### config.mk
export PLATFORM = sky130hd
export DESIGN_NAME = intrusion_alarm_controller
export DESIGN_NICKNAME = d
export VERILOG_FILES = /design/src/rtl/iac_pkg.sv /design/src/rtl/intrusion_alarm_controller.sv
export SDC_FILE = /design/constraint.sdc
export NUM_CORES = 1
export LEC_CHECK = 0
export ABC_CLOCK_PERIOD_IN_PS = 8500
export BUFFER_PORTS_ARGS = -buffer_cell sky130_fd_sc_hd__buf_2
export CAP_MARGIN = 10
export CORE_ASPECT_RATIO = 0.75
export CORE_MARGIN = 8
export CORE_UTILIZATION = 40
export CTS_CLUSTER_DIAMETER = 60
export DETAILED_ROUTE_END_ITERATION = 10
export GPL_ROUTABILITY_DRIVEN = 0
export PLACE_DENSITY = 0.62
export SETUP_SLACK_MARGIN = 0.1
export SLEW_MARGIN = 25
export SYNTH_ARGS = -nofsm -noshare
export SYNTH_HDL_FRONTEND = slang
export SYNTH_SLANG_ARGS = --single-unit
### constraint.sdc
create_clock -name aclk -period 8.5 [get_ports aclk]
set_input_delay 0.85 -clock aclk [delete_from_list [all_inputs] [get_ports aclk]]
set_output_delay 0.85 -clock aclk [all_outputs]
set_load 0.01 [all_outputs]
### src/rtl/iac_pkg.sv
// Shared definitions for the intrusion alarm controller: mode and message codes,
// register map, keypad characters and reset values.
// No dependencies; used by intrusion_alarm_controller.sv.
`default_nettype none

package iac_pkg;

    // Operating modes, as reported on mode_now.
    localparam logic [2:0] MODE_WAIT   = 3'd0;
    localparam logic [2:0] MODE_ARMING = 3'd1;
    localparam logic [2:0] MODE_ARMED  = 3'd2;
    localparam logic [2:0] MODE_ENTRY  = 3'd3;
    localparam logic [2:0] MODE_ALARM  = 3'd4;

    // Display message indexes, as reported on lcd_message.
    localparam logic [2:0] MSG_NONE      = 3'd0;
    localparam logic [2:0] MSG_PROMPT    = 3'd1;
    localparam logic [2:0] MSG_ARMING    = 3'd2;
    localparam logic [2:0] MSG_ARMED     = 3'd3;
    localparam logic [2:0] MSG_DISARMING = 3'd4;

    // Register indexes (byte address is four times the index).
    localparam logic [2:0] REG_DELAY_TICKS   = 3'd0;
    localparam logic [2:0] REG_HIGH_TEMP     = 3'd1;
    localparam logic [2:0] REG_CODE_ZERO     = 3'd2;
    localparam logic [2:0] REG_CODE_ONE      = 3'd3;
    localparam logic [2:0] REG_CODE_TWO      = 3'd4;
    localparam logic [2:0] REG_CODE_THREE    = 3'd5;
    localparam logic [2:0] REG_CODES_ENABLED = 3'd6;

    localparam int ADDR_W      = 5;
    localparam int CODE_W      = 14;
    localparam int COUNT_W     = 16;
    localparam int CODE_REGS   = 4;
    localparam int NUM_CODES_DEFAULT = 4;

    // Reset values of the configuration registers.
    localparam logic [15:0]     DELAY_TICKS_RESET   = 16'd10000;
    localparam logic [7:0]      HIGH_TEMP_RESET     = 8'd30;
    localparam logic [2:0]      CODES_ENABLED_RESET = 3'd1;

    // Keypad characters.
    localparam logic [7:0] ASCII_ZERO = 8'h30;
    localparam logic [7:0] ASCII_NINE = 8'h39;
    localparam logic [7:0] ASCII_HASH = 8'h23;

    // Seconds split: x * SEC_RECIP >> SEC_SHIFT is x / 1000 for any 16-bit x.
    // The fraction bits [25:16] are all zero exactly when x is a multiple of 1000.
    localparam logic [16:0] SEC_RECIP = 17'd67109;
    localparam int          SEC_SHIFT = 26;

endpackage

`default_nettype wire

### src/rtl/intrusion_alarm_controller.sv
// Intrusion alarm controller top level: stream input and result channels,
// APB configuration port and the mode sequencer. Depends on iac_pkg.
// Throughput is one tick item per clock when not stalled; items cross the input
// register, then the result register. Each tick item carries the optional key
// character in tdata with its presence flag in tuser. A four-digit code is
// collected over consecutive digit keys and checked against the enabled stored
// codes on the fourth digit. The arming and entry countdowns run for delay_ticks
// items; the seconds display refreshes on every 1000-tick boundary. The path that
// sets the clock rate is the constant multiply splitting the countdown into seconds
// for seconds_left. Configuration is to be written only while no tick is in flight;
// the block does not enforce this. No clearing pass is needed after reset.
`default_nettype none

module intrusion_alarm_controller #(
    parameter int NUM_CODES = iac_pkg::NUM_CODES_DEFAULT
) (
    input  wire logic                      aclk,
    input  wire logic                      aresetn,
    // Tick input channel.
    input  wire logic                      s_tvalid,
    output logic                           s_tready,
    input  wire logic [23:0]               s_tdata,   // key_char[7:0], switch_bits[15:8],
                                                      // temperature[23:16]
    input  wire logic                      s_tuser,   // key_present[0]
    // Result channel.
    output logic                           m_tvalid,
    input  wire logic                      m_tready,
    output logic [15:0]                    m_tdata,   // mode_now[2:0], siren_on[3],
                                                      // lcd_message[6:4], digits_update[7],
                                                      // seconds_left[14:8],
                                                      // temperature_shown[15]
    // Configuration port.
    input  wire logic                      psel,
    input  wire logic                      penable,
    input  wire logic                      pwrite,
    input  wire logic [iac_pkg::ADDR_W-1:0] paddr,
    input  wire logic [31:0]               pwdata,
    output logic [31:0]                    prdata,
    output logic                           pready
);

    localparam int STORED_CODES =
        (NUM_CODES < iac_pkg::CODE_REGS) ? NUM_CODES : iac_pkg::CODE_REGS;
    localparam int CW = iac_pkg::CODE_W;
    localparam int NW = iac_pkg::COUNT_W;

    // Configuration registers.
    logic [NW-1:0] delay_ticks_reg;
    logic [7:0]    high_temp_reg;
    logic [CW-1:0] code_reg [STORED_CODES];
    logic [2:0]    codes_enabled_reg;

    // Controller state.
    logic [2:0]    mode_reg,       mode_next;
    logic [NW-1:0] countdown_reg,  countdown_next;
    logic [CW-1:0] acc_reg,        acc_next;
    logic [1:0]    digits_reg,     digits_next;

    // Input and result registers.
    logic          in_valid_reg;
    logic [23:0]   in_data_reg;
    logic          in_present_reg;
    logic          out_valid_reg;
    logic [15:0]   out_data_reg,   out_data_next;

    logic          advance;
    logic          cfg_write;
    logic [2:0]    cfg_index;

    assign pready    = 1'b1;
    assign cfg_write = psel && penable && pwrite && pready;
    assign cfg_index = paddr[4:2];

    // Configuration writes.
    always_ff @(posedge aclk) begin
        if (!aresetn) begin
            delay_ticks_reg   <= iac_pkg::DELAY_TICKS_RESET;
            high_temp_reg     <= iac_pkg::HIGH_TEMP_RESET;
            codes_enabled_reg <= iac_pkg::CODES_ENABLED_RESET;
            for (int i = 0; i < STORED_CODES; i++) begin
                code_reg[i] <= '0;
            end
        end else if (cfg_write) begin
            if (cfg_index == iac_pkg::REG_DELAY_TICKS) begin
                delay_ticks_reg <= pwdata[NW-1:0];
            end
            if (cfg_index == iac_pkg::REG_HIGH_TEMP) begin
                high_temp_reg <= pwdata[7:0];
            end
            if (cfg_index == iac_pkg::REG_CODES_ENABLED) begin
                codes_enabled_reg <= pwdata[2:0];
            end
            for (int i = 0; i < STORED_CODES; i++) begin
                if (cfg_index == 3'(int'(iac_pkg::REG_CODE_ZERO) + i)) begin
                    code_reg[i] <= pwdata[CW-1:0];
                end
            end
        end
    end

    // Register readback.
    always_comb begin
        prdata = '0;
        case (cfg_index)
            iac_pkg::REG_DELAY_TICKS:   prdata = {16'd0, delay_ticks_reg};
            iac_pkg::REG_HIGH_TEMP:     prdata = {24'd0, high_temp_reg};
            iac_pkg::REG_CODES_ENABLED: prdata = {29'd0, codes_enabled_reg};
            default: begin
                for (int i = 0; i < STORED_CODES; i++) begin
                    if (cfg_index == 3'(int'(iac_pkg::REG_CODE_ZERO) + i)) begin
                        prdata = {{(32 - CW){1'b0}}, code_reg[i]};
                    end
                end
            end
        endcase
    end

    // Handshake: the input register moves on whenever the result register is
    // empty or being drained, so a request can enter every cycle unless the result side stalls.
    assign advance  = in_valid_reg && (!out_valid_reg || m_tready);
    assign s_tready = !in_valid_reg || advance;
    assign m_tvalid = out_valid_reg;
    assign m_tdata  = out_data_reg;

    always_ff @(posedge aclk) begin
        if (!aresetn) begin
            in_valid_reg  <= 1'b0;
            out_valid_reg <= 1'b0;
        end else begin
            if (s_tready) begin
                in_valid_reg <= s_tvalid;
            end
            if (advance) begin
                out_valid_reg <= 1'b1;
            end else if (m_tready) begin
                out_valid_reg <= 1'b0;
            end
        end
    end

    always_ff @(posedge aclk) begin
        if (s_tready && s_tvalid) begin
            in_data_reg    <= s_tdata;
            in_present_reg <= s_tuser;
        end
        if (advance) begin
            out_data_reg <= out_data_next;
        end
    end

    // Fields of the held request.
    logic [7:0] key_char;
    logic [7:0] switch_bits;
    logic [7:0] temperature;
    logic       hot;
    logic       is_digit;
    logic       is_filtered;

    assign key_char    = in_data_reg[7:0];
    assign switch_bits = in_data_reg[15:8];
    assign temperature = in_data_reg[23:16];
    assign hot         = temperature >= high_temp_reg;
    assign is_digit    = key_char >= iac_pkg::ASCII_ZERO && key_char <= iac_pkg::ASCII_NINE;
    assign is_filtered = is_digit || key_char == iac_pkg::ASCII_HASH;

    // Code collector arithmetic and the parallel compare on the fourth digit.
    logic [CW+3:0] acc_value;
    logic          code_match;
    logic          collect_fire;

    assign acc_value = ({4'd0, acc_reg} << 3) + ({4'd0, acc_reg} << 1)
                     + {{CW{1'b0}}, key_char[3:0]};

    always_comb begin
        code_match = 1'b0;
        for (int i = 0; i < STORED_CODES; i++) begin
            if ((i == 0 || codes_enabled_reg > 3'(i))
                    && acc_value == {4'd0, code_reg[i]}) begin
                code_match = 1'b1;
            end
        end
    end

    assign collect_fire = is_digit && digits_reg == 2'd3 && code_match;

    // Seconds split of the countdown.
    logic [NW+16:0] sec_product;
    logic [6:0]     sec_quotient;
    logic           sec_boundary;

    assign sec_product  = {17'd0, countdown_reg} * {{NW{1'b0}}, iac_pkg::SEC_RECIP};
    assign sec_quotient = sec_product[iac_pkg::SEC_SHIFT +: 7];
    assign sec_boundary = sec_product[25:16] == '0;

    // Mode sequencer for one tick.
    logic       do_collect;
    logic       valid_code;
    logic [2:0] msg;
    logic       upd;
    logic [6:0] secs;

    always_comb begin
        case (mode_reg)
            iac_pkg::MODE_ARMING,
            iac_pkg::MODE_ARMED,
            iac_pkg::MODE_ALARM: do_collect = in_present_reg && is_filtered;
            iac_pkg::MODE_ENTRY: do_collect = in_present_reg && is_filtered
                                              && countdown_reg != '0;
            default:             do_collect = in_present_reg;
        endcase
        valid_code = do_collect && collect_fire;

        // Collector state.
        acc_next    = acc_reg;
        digits_next = digits_reg;
        if (do_collect) begin
            if (is_digit && digits_reg != 2'd3) begin
                acc_next    = acc_value[CW-1:0];
                digits_next = digits_reg + 2'd1;
            end else begin
                acc_next    = '0;
                digits_next = '0;
            end
        end

        mode_next      = mode_reg;
        countdown_next = countdown_reg;
        msg            = iac_pkg::MSG_NONE;
        upd            = 1'b0;
        secs           = '0;

        case (mode_reg)
            iac_pkg::MODE_ARMING: begin
                if (countdown_reg != '0 && sec_boundary) begin
                    upd  = 1'b1;
                    secs = sec_quotient;
                end
                if (valid_code) begin
                    mode_next = iac_pkg::MODE_WAIT;
                    msg       = iac_pkg::MSG_PROMPT;
                end else if (countdown_reg <= NW'(1)) begin
                    countdown_next = '0;
                    mode_next      = iac_pkg::MODE_ARMED;
                    msg            = iac_pkg::MSG_ARMED;
                end else begin
                    countdown_next = countdown_reg - NW'(1);
                end
            end
            iac_pkg::MODE_ARMED: begin
                if (do_collect) begin
                    if (valid_code) begin
                        mode_next = iac_pkg::MODE_WAIT;
                        msg       = iac_pkg::MSG_PROMPT;
                    end
                end else if (switch_bits[0]) begin
                    mode_next      = iac_pkg::MODE_ENTRY;
                    msg            = iac_pkg::MSG_DISARMING;
                    countdown_next = delay_ticks_reg;
                end else if (switch_bits[7:1] != '0) begin
                    mode_next = iac_pkg::MODE_ALARM;
                    msg       = iac_pkg::MSG_NONE;
                end
                // Over temperature wins unless the entry delay just started.
                if (hot && mode_next != iac_pkg::MODE_ENTRY) begin
                    mode_next = iac_pkg::MODE_ALARM;
                    msg       = iac_pkg::MSG_NONE;
                end
            end
            iac_pkg::MODE_ENTRY: begin
                if (sec_boundary) begin
                    upd  = 1'b1;
                    secs = sec_quotient;
                end
                if (countdown_reg == '0) begin
                    mode_next = iac_pkg::MODE_ALARM;
                end else if (valid_code) begin
                    if (hot) begin
                        mode_next = iac_pkg::MODE_ALARM;
                    end else begin
                        mode_next = iac_pkg::MODE_WAIT;
                        msg       = iac_pkg::MSG_PROMPT;
                    end
                end else begin
                    countdown_next = countdown_reg - NW'(1);
                end
            end
            iac_pkg::MODE_ALARM: begin
                if (valid_code) begin
                    mode_next = iac_pkg::MODE_WAIT;
                    msg       = iac_pkg::MSG_PROMPT;
                end
            end
            default: begin
                // Waiting for a code; unused mode values behave the same.
                if (valid_code) begin
                    mode_next      = iac_pkg::MODE_ARMING;
                    msg            = iac_pkg::MSG_ARMING;
                    countdown_next = delay_ticks_reg;
                end else begin
                    mode_next = iac_pkg::MODE_WAIT;
                end
            end
        endcase

        out_data_next = {
            !(mode_next == iac_pkg::MODE_ARMING || mode_next == iac_pkg::MODE_ENTRY),
            secs,
            upd,
            msg,
            mode_next == iac_pkg::MODE_ALARM,
            mode_next
        };
    end

    // State update once per accepted tick.
    always_ff @(posedge aclk) begin
        if (!aresetn) begin
            mode_reg      <= iac_pkg::MODE_WAIT;
            countdown_reg <= '0;
            acc_reg       <= '0;
            digits_reg    <= '0;
        end else if (advance) begin
            mode_reg      <= mode_next;
            countdown_reg <= countdown_next;
            acc_reg       <= acc_next;
            digits_reg    <= digits_next;
        end
    end

`ifndef SYNTH
    // The siren follows the reported mode.
    a_siren_mode: assert property (@(posedge aclk) disable iff (!aresetn)
        m_tvalid |-> (m_tdata[3] == (m_tdata[2:0] == iac_pkg::MODE_ALARM)))
        else $error("siren_on disagrees with mode_now");

    // Seconds are only reported with a display refresh.
    a_secs_zero: assert property (@(posedge aclk) disable iff (!aresetn)
        (m_tvalid && !m_tdata[7]) |-> (m_tdata[14:8] == 7'd0))
        else $error("seconds_left nonzero without digits_update");

    // The arming message is only given on entry to the arming countdown.
    a_arming_msg: assert property (@(posedge aclk) disable iff (!aresetn)
        (m_tvalid && m_tdata[6:4] == iac_pkg::MSG_ARMING)
            |-> (m_tdata[2:0] == iac_pkg::MODE_ARMING && !m_tdata[15]))
        else $error("arming message outside arming mode");
`endif

endmodule

`default_nettype wire

==> results.yml, run 1 <==
pwr:
  ir_drop_mv: 0.132
  power_mw: 1.87
  power_frac_clock: 0.402
  swShare: 0.266
  p_seq_frac: 0.474
  power_switching_mw: 0.499
  comb_power_share: 0.124
  power.leakage_nw: 6.60
  intPower_mw: 1.37
  p_per_area_nw_per_um2: 130
clock_tree:
  cts_made_buffers: 17
  clock_sinks: 161
  cts_htree_levels: 4
  clk_path_buf_depth: 2
  clk_pin_slew_ns: 0.06
  cts_setup_buffers: 0
  clk_latency_ns: 0.44
  cts_tree: "done"
  cts_root_buf: "clkbuf_16"
  cts_resized: 0
  holdBufCountCts: 0
routing:
  finalWirelength_um: 36100
  drt_first_pass_iters: 5
  drc: 0
  viasPerCell: 5.63
  via_count: 10500
  wire_per_inst_um: 19.4
  drt_iter0_drc: 1068
  wirelength_met1_um: 17600
  top_layer_used: "met5"
  met3WireLength_um: 3100
  wl_met2_um: 14600
  drtAntennaViolNets: 0
placed_design:
  port_buffers: 84
  dp_cells: 1826
  place_area_sq_um: 13900
  dp_hpwl_um: 27800
finish:
  stdcell_area_sq_um: 14500
  fillCellCount: 3124
  regArea_sq_um: 4190
  drive_above_1_share: 0.114
  fin_nets: 1696
  syn_to_final_growth_pct: 9.96
  fin_cells: 1859
  largest_reg_flops: 56
  multi_input_area_sq_um: 8230
yosys:
  yosysUniqueCellTypes: 87
  netlist_area_sq_um: 13100
  ys_ff_latch: 161
  postSynthCellCount: 1353
  synth_largest_area_cell: "edfxtp_1"
  synth_async_sr_flop_share: 0
  ys.flop_type: "edfxtp_1"
  synth_top_area_frac: 0.222
  synth_most_common_cell: "ha_1"
  yosys_warnings: 0
  synth_sequential_area_ratio: 0.319
  synth_edf_count: 97
  synth.avg_cell_area_sq_um: 9.72
  synthTopCellsByCount: "183 x ha_1, 114 x nand2_1, 108 x inv_1, 97 x edfxtp_1, 77 x a21oi_1"
  yosys-top-cells-area: "edfxtp_1 22%, ha_1 17%, dfxtp_1 9.7%, fa_1 6.2%, nand2_1 3.3%"
grt:
  overflow: 0
  grt_max_degree: 48
  track_usage: 0.183
  first_global_vias: 9897
  grt_pass1_wl_um: 56400
  antenna_found_initial: 2
floorplanning:
  fp-row-count: 57
  die_y_um: 173
  die_w_um: 225
  dieArea_sq_um: 39000
  io_pins: 120
  start_util: 0.406
  core_sq_um: 32400
timing:
  relSlewSlack: 0.289
  hold_violations: 0
  skew_ns: 0.0110
  maxSlewViolCount: 0
  period_share: 0.801
  holdWs_ns: 0.466
  tightest_slew_ns: 1.07
  rsz0062_at_grt: "no"
  setup_viol: 0
  fin_setup_tns_ns: 0
  min_period_ns: 6.81
  fmax_mhz: 147
job:
  drv_cap: 0
worst_hold_path:
  whs_endpoint: "digits_reg[1]$_SDFFE_PN0P_"
  hold_start: "digits_reg[1]$_SDFFE_PN0P_"
  whs_path_depth: 2
  hold_path_class: "reg2reg"
setup_path:
  r2r_cells: 21
  regToRegSetupSlack_ns: 1.69
  crit_path_end_kind: "register"
  cp.arrival_ns: 6.99
  worstSetupStartpointType: "register"
  r2r-end: "m_tdata[13]$_DFFE_PP_"
  crit_required_ns: 8.68
  startpoint: "countdown_reg[2]$_SDFFE_PN0P_"
  crit_type: "reg2reg"
  r2r_start: "countdown_reg[2]$_SDFFE_PN0P_"
  crit_fanout: 8
status:
  outcome: "finished clean"
==> worst max-delay path: stages, from the launching register on <==
cell	delay, ns
dfxtp_1	0.63
inv_1	0.21
ha_1	0.32
ha_1	0.27
inv_1	0.05
fa_1	0.50
inv_1	0.05
fa_1	0.45
ha_1	0.33
fa_1	0.43
ha_1	0.32
a21oi_1	0.12
o21ai_0	0.14
a2111oi_2	0.63
o221ai_1	0.36
a221oi_1	0.48
o22ai_1	0.17
or4_1	0.45
a31oi_1	0.26
o21ai_0	0.18
xnor2_1	0.16
nor2_1	0.05
==> cells by family after synthesis <==
kind of cell / count (synthesis) / synth area share
muxes: 31 / 0.0284
adders and majority gates: 224 / 0.237
and+or+nand+nor: 397 / 0.152
other: 2 / 0.000571
buffers and inverters: 189 / 0.0625
xor gates and xnor gates: 68 / 0.0507
AOI/OAI and AO/OA: 281 / 0.150
DFF: 161 / 0.319
==> worst max-delay path by stage <==
stage | end | slack, ns | cells after the start
finish | m_tdata[13]$_DFFE_PP_ | 1.69 | 21
global route | m_tdata[13]$_DFFE_PP_ | 1.33 | 21
CTS | m_tdata[13]$_DFFE_PP_ | 1.73 | 21
detailed placement | m_tdata[13]$_DFFE_PP_ | 1.75 | 21
global placement | m_tdata[13]$_DFFE_PP_ | 1.82 | 21
floorplan | m_tdata[12]$_DFFE_PP_ | 2.57 | 21
==> cell usage in the layout (no fill, tap or decap), drive strengths merged, types with 11 or more instances in the layout <==
master / Yosys / layout
a211oi: 14 / 14
a21o: 13 / 13
a21oi: 79 / 79
a22oi: 11 / 11
and2: 67 / 67
buf: 38 / 96
clkbuf: 42 / 22
conb: 2 / 17
dfxtp: 64 / 64
edfxtp: 97 / 97
fa: 41 / 41
ha: 183 / 183
inv: 109 / 110
mux2i: 26 / 26
nand2: 114 / 114
nand3: 35 / 35
nand4: 12 / 12
nor2: 73 / 73
nor3: 37 / 37
nor4: 11 / 11
o2111ai: 11 / 11
o21ai: 41 / 41
xnor2: 33 / 33
xor2: 31 / 31
==> cell type report <==
class	count	area share
inverters	109	0.0283
clock buffers	22	0.0307
clock inverters	10	0.00779
flip-flops and latches	161	0.290
well taps	442	0.0383
multi-input cells	1018	0.569
repair buffers	96	0.0353
diodes	1	0.000173
==> routing by layer <==
layer | global-route usage | up-vias
met5 | 0 | -
met4 | 0.0595 | 2
met3 | 0.0477 | 43
met2 | 0.249 | 425
met1 | 0.273 | 5049
li1 | - | 4948
==> metrics by stage <==
step	setup WS, ns	util
after floorplan	2.57	-
after global routing	1.33	0.446
after detailed placement	1.75	0.429
after CTS	1.73	0.446
after global placement	1.82	0.429
final	1.69	0.446
==> power by group through the flow <==
stage,Combinational (mW),Sequential (mW),Clock (mW)
3_5_place_dp,0.230,0.903,0
6_report,0.233,0.887,0.753
5_1_grt,0.256,0.890,0.793
3_3_place_gp,0.226,0.903,0
4_1_cts,0.232,0.886,0.766
2_1_floorplan,0.158,0.891,0
(Power assumes the default switching activity.)
==> run 2: changes to the inputs <==
- ABC_CLOCK_PERIOD_IN_PS: 8500 -> 6300
- clock period: 8.5 -> 6.3 ns (I/O delays scaled with it)
==> results.yml, run 2 (synthesized netlist as in run 1, its figures left out) <==
clock_tree:
  cts_tree: "done"
  cts_htree_levels: 4
  cts_root_buf: "clkbuf_16"
  clock_sinks: 161
  clk_path_buf_depth: 2
  clk_latency_ns: 0.44
  clk_pin_slew_ns: 0.07
  cts_made_buffers: 17
placed_design:
  dp_hpwl_um: 28600
  dpl_worst_slack_ns: 0.0292
  port_buffers: 84
  dp_cells: 1845
timing:
  relSlewSlack: 0.322
  tightest_slew_ns: 1.02
  rsz0062_at_grt: "no"
  skew_ns: 0.0117
  fin_setup_tns_ns: 0
  layout_setup_ws_ns: 0.422
  min_period_ns: 5.88
  setup_viol: 0
  period_share: 0.933
  fmax_mhz: 170
  hold_violations: 0
  maxSlewViolCount: 0
routing:
  wire_per_inst_um: 19.7
  drt_iter0_drc: 1037
  drtAntennaViolNets: 0
  finalWirelength_um: 37100
  viasPerCell: 5.63
  drt_first_pass_iters: 5
  via_count: 10600
  drc: 0
setup_path:
  crit_fanout: 4
  cp_top_family: "adder cells"
  cp_cell_sequence: "inv_1 > ha_1 > ha_1 > inv_1 > fa_1 > inv_1 > fa_1 > ha_1 > fa_1 > ha_1 > nand4_1 > a21oi_1 > a2111oi_4 > o221ai_2 > a221oi_2 > o22ai_1 > or4_1 > and2_1 > a31o_2 > xnor2_1 > nor2_1"
  cp.arrival_ns: 6.07
  crit_type: "reg2reg"
  crit_path_frequent_cell: "ha_1"
  cp_num_buf_inv: 3
  crit_path_end_kind: "register"
  worstSetupStartpointType: "register"
  regToRegSetupSlack_ns: 0.42
  cpMaxStageDelayCell: "fa_1"
  crit_required_ns: 6.49
  slowest_delay_ns: 0.50
floorplanning:
  die_w_um: 225
  io_pins: 120
  core_sq_um: 32400
  dieArea_sq_um: 39000
  fp-row-count: 57
  die_y_um: 173
  start_util: 0.406
finish:
  largest_reg_flops: 56
  layout_common_cells: "183 x ha_1, 114 x nand2_1, 108 x inv_1, 97 x edfxtp_1, 84 x buf_2"
  drive_above_1_share: 0.134
  fin_cells: 1879
  fin_nets: 1717
  fillCellCount: 3075
  final_util: 0.454
  diodes: 0
  layout_commonest_cell: "ha_1"
  syn_to_final_growth_pct: 11.9
grt:
  first_global_vias: 9964
  antenna_found_initial: 0
  overflow: 0
  grt_pass1_wl_um: 57900
  track_usage: 0.188
  grt_max_degree: 46
job:
  drv_cap: 0
pwr:
  p_seq_frac: 0.462
  power_frac_clock: 0.414
  swShare: 0.271
  power_switching_mw: 0.700
  p_per_area_nw_per_um2: 176
  ir_drop_mv: 0.159
  power.leakage_nw: 6.74
  intPower_mw: 1.89
  comb_power_share: 0.125
status:
  outcome: "finished clean"
worst_hold_path:
  hold_path_class: "in2reg"
[run 2: cell types whose count changed in the layout (fill, tap and decap cells not counted), moves of 2 or more]
| cell | delta |
|---|---|
| clkbuf_1 | -4 |
| bufinv_16 | -2 |
| clkbuf_16 | +3 |
| buf_4 | +21 |
| clkbuf_8 | +3 |
| inv_6 | +2 |
[run 2: routing by layer]
metal | wire length (um) | GRT usage | vias up
li1 | - | - | 4980
met1 | 18000 | 0.280 | 5138
met2 | 14900 | 0.257 | 435
met3 | 3500 | 0.0578 | 31
met4 | 637 | 0.0476 | 0
met5 | 0 | 0 | -
[run 2: timing repair]
item                       4_1_cts  5_1_grt
setup endpoints to repair        3        8
hold endpoints to repair         0        0
hold buffers                     0        0
resized for setup                1        4
pin swaps                        0        2
setup buffers                    0        2
[run 2: worst paths after layout]
kind,start,endpoint,depth (start not counted)
max,countdown_reg[1]$_SDFFE_PN0P_,m_tdata[12]$_DFFE_PP_,21
max reg2reg,countdown_reg[1]$_SDFFE_PN0P_,m_tdata[12]$_DFFE_PP_,21
min reg2reg,digits_reg[1]$_SDFFE_PN0P_,digits_reg[1]$_SDFFE_PN0P_,2
min,s_tdata[22],in_data_reg[22]$_DFFE_PP_,1
[run 2: final cells by class]
| cell class | count | area [sq um] | area share |
|---|---|---|---|
| multi-input cells | 1018 | 8270 | 0.563 |
| repair buffers | 117 | 668 | 0.0454 |
| flip-flops and latches | 161 | 4190 | 0.285 |
| inverters | 109 | 409 | 0.0278 |
| clock buffers | 24 | 546 | 0.0371 |
| well taps | 442 | 553 | 0.0376 |
| clock inverters | 8 | 60.1 | 0.00408 |
[run 2: stage by stage]
stage | cell area (sq um) | power, mW | hold slack (ns)
after global routing | 14700 | 2.68 | 0.337
after floorplan | 13200 | 1.42 | 0.436
after CTS | 14600 | 2.60 | 0.341
final | 14700 | 2.59 | 0.361
after global placement | 14000 | 1.53 | 0.444
after detailed placement | 14000 | 1.53 | 0.453
[run 2: power by group through the flow]
stage	Clock, mW	Combinational [mW]	Sequential, mW
global route	1.13	0.355	1.20
finish	1.07	0.323	1.19
floorplan	0	0.213	1.20
CTS	1.09	0.318	1.19
detailed placement	0	0.315	1.22
global placement	0	0.311	1.22
